[src/sv/nmr_pkg.sv]
// Shared types, widths and constants for the normal map renormalize block.
`timescale 1ns / 1ps

package nmr_pkg;

    localparam int COMP_W = 8;
    localparam int Q_W    = 7;
    localparam int SQ_W   = 15;
    localparam int S_W    = 16;
    localparam int T_W    = 30;
    localparam int P_W    = 30;
    localparam int R_W    = 25;
    localparam int C_W    = 34;
    localparam int N_STEP = Q_W;
    localparam int N_LANE = 3;

    localparam logic [COMP_W-1:0] COMP_BIAS = 8'h80;
    localparam logic [COMP_W-1:0] UNIT_LEN  = 8'h7F;
    localparam logic [COMP_W-1:0] CHAN_MAX  = 8'hFF;
    localparam int                T_SCALE   = (2 * 127) * (2 * 127);

    typedef enum logic [1:0] {
        VIEW_PLAIN  = 2'd0,
        VIEW_NORMAL = 2'd1,
        VIEW_ALPHA  = 2'd2
    } t_view_mode;

    // Search state of one color component.
    typedef struct packed {
        logic [Q_W-1:0]        q;
        logic signed [R_W-1:0] r;
        logic [P_W-1:0]        p;
        logic [T_W-1:0]        t;
        logic                  neg;
    } t_lane;

endpackage

[src/sv/nmr_search_step.sv]
// One registered step of the bitwise rounding search for one color component.
`timescale 1ns / 1ps

module nmr_search_step #(
    parameter int BIT_IDX = 0
) (
    input  logic                        i_clk,
    input  logic                        i_en,
    input  logic [nmr_pkg::S_W-1:0]     i_s,
    input  nmr_pkg::t_lane              i_lane,
    output nmr_pkg::t_lane              o_lane
);
    import nmr_pkg::*;

    localparam logic [Q_W-1:0] Q_BIT = Q_W'(1 << BIT_IDX);

    logic signed [C_W-1:0] cand;
    logic signed [C_W-1:0] t_ext;
    logic signed [R_W-1:0] r_step;
    logic                  hit;
    t_lane                 n_lane;
    t_lane                 r_lane;

    // The candidate is (2q'-1)^2 * S, built from the running (2q-1)^2 * S and (2q-1) * S.
    always_comb begin
        cand = $signed({{(C_W - P_W){1'b0}}, i_lane.p})
             + ($signed({{(C_W - R_W){i_lane.r[R_W-1]}}, i_lane.r}) <<< (BIT_IDX + 2))
             + ($signed({{(C_W - S_W){1'b0}}, i_s}) <<< (2 * BIT_IDX + 2));
        t_ext  = $signed({{(C_W - T_W){1'b0}}, i_lane.t});
        r_step = $signed({{(R_W - S_W){1'b0}}, i_s}) <<< (BIT_IDX + 1);
        hit    = i_lane.neg ? (cand < t_ext) : (cand <= t_ext);
        n_lane = i_lane;
        if (hit) begin
            n_lane.q = i_lane.q | Q_BIT;
            n_lane.p = cand[P_W-1:0];
            n_lane.r = i_lane.r + r_step;
        end
    end

    always_ff @(posedge i_clk) begin
        if (i_en) begin
            r_lane <= n_lane;
        end
    end

    assign o_lane = r_lane;

endmodule

[config.mk]
export PLATFORM = sky130hd
export DESIGN_NAME = nmr_search_step
export DESIGN_NICKNAME = d
export VERILOG_FILES = /design/src/sv/nmr_pkg.sv /design/src/sv/nmr_search_step.sv
export SDC_FILE = /design/constraint.sdc
export NUM_CORES = 1
export LEC_CHECK = 0
export BUFFER_PORTS_ARGS = -buffer_cell sky130_fd_sc_hd__buf_4
export CAP_MARGIN = 10
export CORE_MARGIN = 2
export CORE_UTILIZATION = 25
export CTS_CLUSTER_SIZE = 16
export DETAILED_ROUTE_END_ITERATION = 12
export GPL_TIMING_DRIVEN = 0
export PLACE_DENSITY_LB_ADDON = 0.15
export SYNTH_ARGS = -nofsm -noshare
export SYNTH_HDL_FRONTEND = slang
export SYNTH_SLANG_ARGS = --single-unit
[constraint.sdc]
create_clock -name i_clk -period 10.5 [get_ports i_clk]
set_input_delay 0.525 -clock i_clk [delete_from_list [all_inputs] [get_ports i_clk]]
set_output_delay 0.525 -clock i_clk [all_outputs]
set_load 0.03 [all_outputs]
==> results.ini <==
[setup_path]
worstSetupStartpoint=i_s[1]
worst-path-max-fanout=10
cpPeakStageDelay_ps=700
arrival_ps=6930
required_ps=10600
critPathSlowestCell=nor4_4
crit_type=input pin to flop
critPathLaunchType=input pin
crit_path_end=o_lane[76]
endpoint_kind=flop

[detailed_routing]
routed_via_density=4.34
postRouteAntennaNets=0
via_count=5133
firstDrtPassIters=4
wl_um=19400
drc=0
drtIter0Drc=238
routedWlPerCell_um=16.4

[timing]
min_period_ps=6830
hold_ws_ps=351
fmax_mhz=146
period_share_pct=65.0
relSlewSlack_pct=49.2
tightest_slew_ps=754
fin_ws_ps=3670
grt_setup_unrepaired=no
tns_ps=0
hold_viol=0
slew_viol_final=0
setup_viol=0

[logic_synthesis]
post_synth.cell_area_avg_um2=11.9
synth_edf_count=93
synth-seq-area-share_pct=40.0
synth_top_area_cell=edfxtp_1
synth_cell_types=53
synthFlopType=edfxtp_1
synth_area_leaders=edfxtp_1 (40%), ha_1 (15%), mux2_4 (8.2%)
synthesis.nets=800
ys_seq_elements=93
synth_cells=585
yosys_warnings=0
async_reset_ff_share_pct=0
yosys.area.top_type_share_pct=40.0
netlist_area_mm2=0.00699

[finish]
largest_reg_flops=93
antennaDiodeCount=0
area_delta_synth_final_pct=33.4
multiInputGateArea_mm2=0.00394
seqCellArea_mm2=0.00279
layout.filler_cells=2860
nNetsFinal=1015
drive_gt1_share_pct=34.3
fin_util_pct=33.7
mostFrequentLayoutCells=buf_4 (203), edfxtp_1 (93), ha_1 (86), a21oi_1 (50), inv_1 (50)
final_common_cell=buf_4
final_cell_area_mm2=0.00932
stdcell_count=1183

[placement]
port_buffers=203
dp_slack_ps=3120
dp.cells=1166
dpl.hpwl_um=15800
globalplace.congestion=0.777
post_dp_cell_area_mm2=0.00898

[clock_tree]
cts_setup_buffers=0
cts_resized=0
cts_root_buf=clkbuf_16
max-clock-path-buffers=2
cts_buffers=9
clkTransAtPathRegs_ps=70
cts_sinks=93
cts_max_level=3
cts.hold.buffers_added=0
cts_tree=done

[global_routing]
gr-usage-met3_pct=2.06
grt_max_degree=94
grtUsageTotal_pct=13.3
grtUsageMet2_pct=22.5
met1_usage_pct=17.8
grt_pass1_vias=5163
overflow=0
busiest_layer=met2
grt_pass1_wl_um=29200
antenna_found_initial=0

[floorplanning]
die_w_um=171
die_h_um=171
rows=61
pin_count=204
core-area_mm2=0.0276
die-area_mm2=0.0293
start_util_pct=25.3

[min_path]
hold_class=input pin to flop

[pwr]
power_density_mw_per_mm2=177
peakVddDrop_mv=0.0768
p_leak_nw=4.28
power_mw=1.65

[outcome]
status=finished clean

[job]
maxCapViolCount=0

==> how the worst min path moves through the flow <==
stage	cells past startpoint	slack, ps	to	start
finish	1	350	o_lane[87]	i_lane[87]
global route	1	330	o_lane[87]	i_lane[87]
CTS	1	330	o_lane[87]	i_lane[87]
detailed placement	1	710	o_lane[87]	i_lane[87]
global placement	1	700	o_lane[92]	i_lane[92]
floorplan	0	620	o_lane[0]	i_lane[0]
==> per-layer routing <==
layer / part of all wire (%) / wire [um]
met5: 0 / 0
met4: 0.84 / 163
met3: 3.8 / 737
met2: 48 / 9340
met1: 47 / 9150
==> cells by family after synthesis <==
logic type                 after synthesis  share of synthesized area (%)
adders and majority gates              104                           20.6
buffers and inverters                   56                           3.56
and+or+nand+nor                         99                           7.68
muxes                                   44                           9.12
DFF                                     93                           40.0
xor gates and xnor gates                46                           5.77
AOI/OAI and AO/OA                      143                           13.3
==> synth_stat cells, types with 2 or more instances <==
library cell,instances
a211oi_1,5
a21o_1,27
a21oi_1,50
a31oi_1,5
and3_1,6
buf_6,5
edfxtp_1,93
fa_1,18
ha_1,86
inv_1,50
mux2_2,5
mux2_4,38
nand2_1,15
nand2b_1,5
nand3_1,8
nand4_1,12
nand4b_1,2
nor2_1,21
nor2b_1,10
nor3_1,9
o211ai_1,4
o21a_1,6
o21ai_0,21
o21bai_1,7
o31ai_1,2
or3_1,4
xnor2_1,27
xor2_1,19
==> report_power, final <==
part / leakage [nW] / internal [mW] / switching, mW / total (mW)
logic: 3.23 / 0.350 / 0.429 / 0.779
registers: 0.910 / 0.489 / 0.0158 / 0.505
clock network: 0.148 / 0.209 / 0.152 / 0.361
==> worst max-delay path, delay by kind of cell <==
| family | cells | cell delay, ps |
|---|---|---|
| buffers and inverters | 5 | 600 |
| AOI/OAI and AO/OA | 10 | 2070 |
| and+or+nand+nor | 6 | 1910 |
| adders and majority gates | 4 | 1180 |
| xor gates and xnor gates | 1 | 310 |
| muxes | 1 | 310 |
==> final cells by class <==
cell class	instances	area share, %
clock buffer	12	2.54
buffer	6	0.658
sequential	93	30.0
tap	378	5.08
inverter	50	2.01
timing repair buffer	204	16.6
clock inverter	4	0.779
multi-input combinational	436	42.3
(Power assumes the default switching activity.)
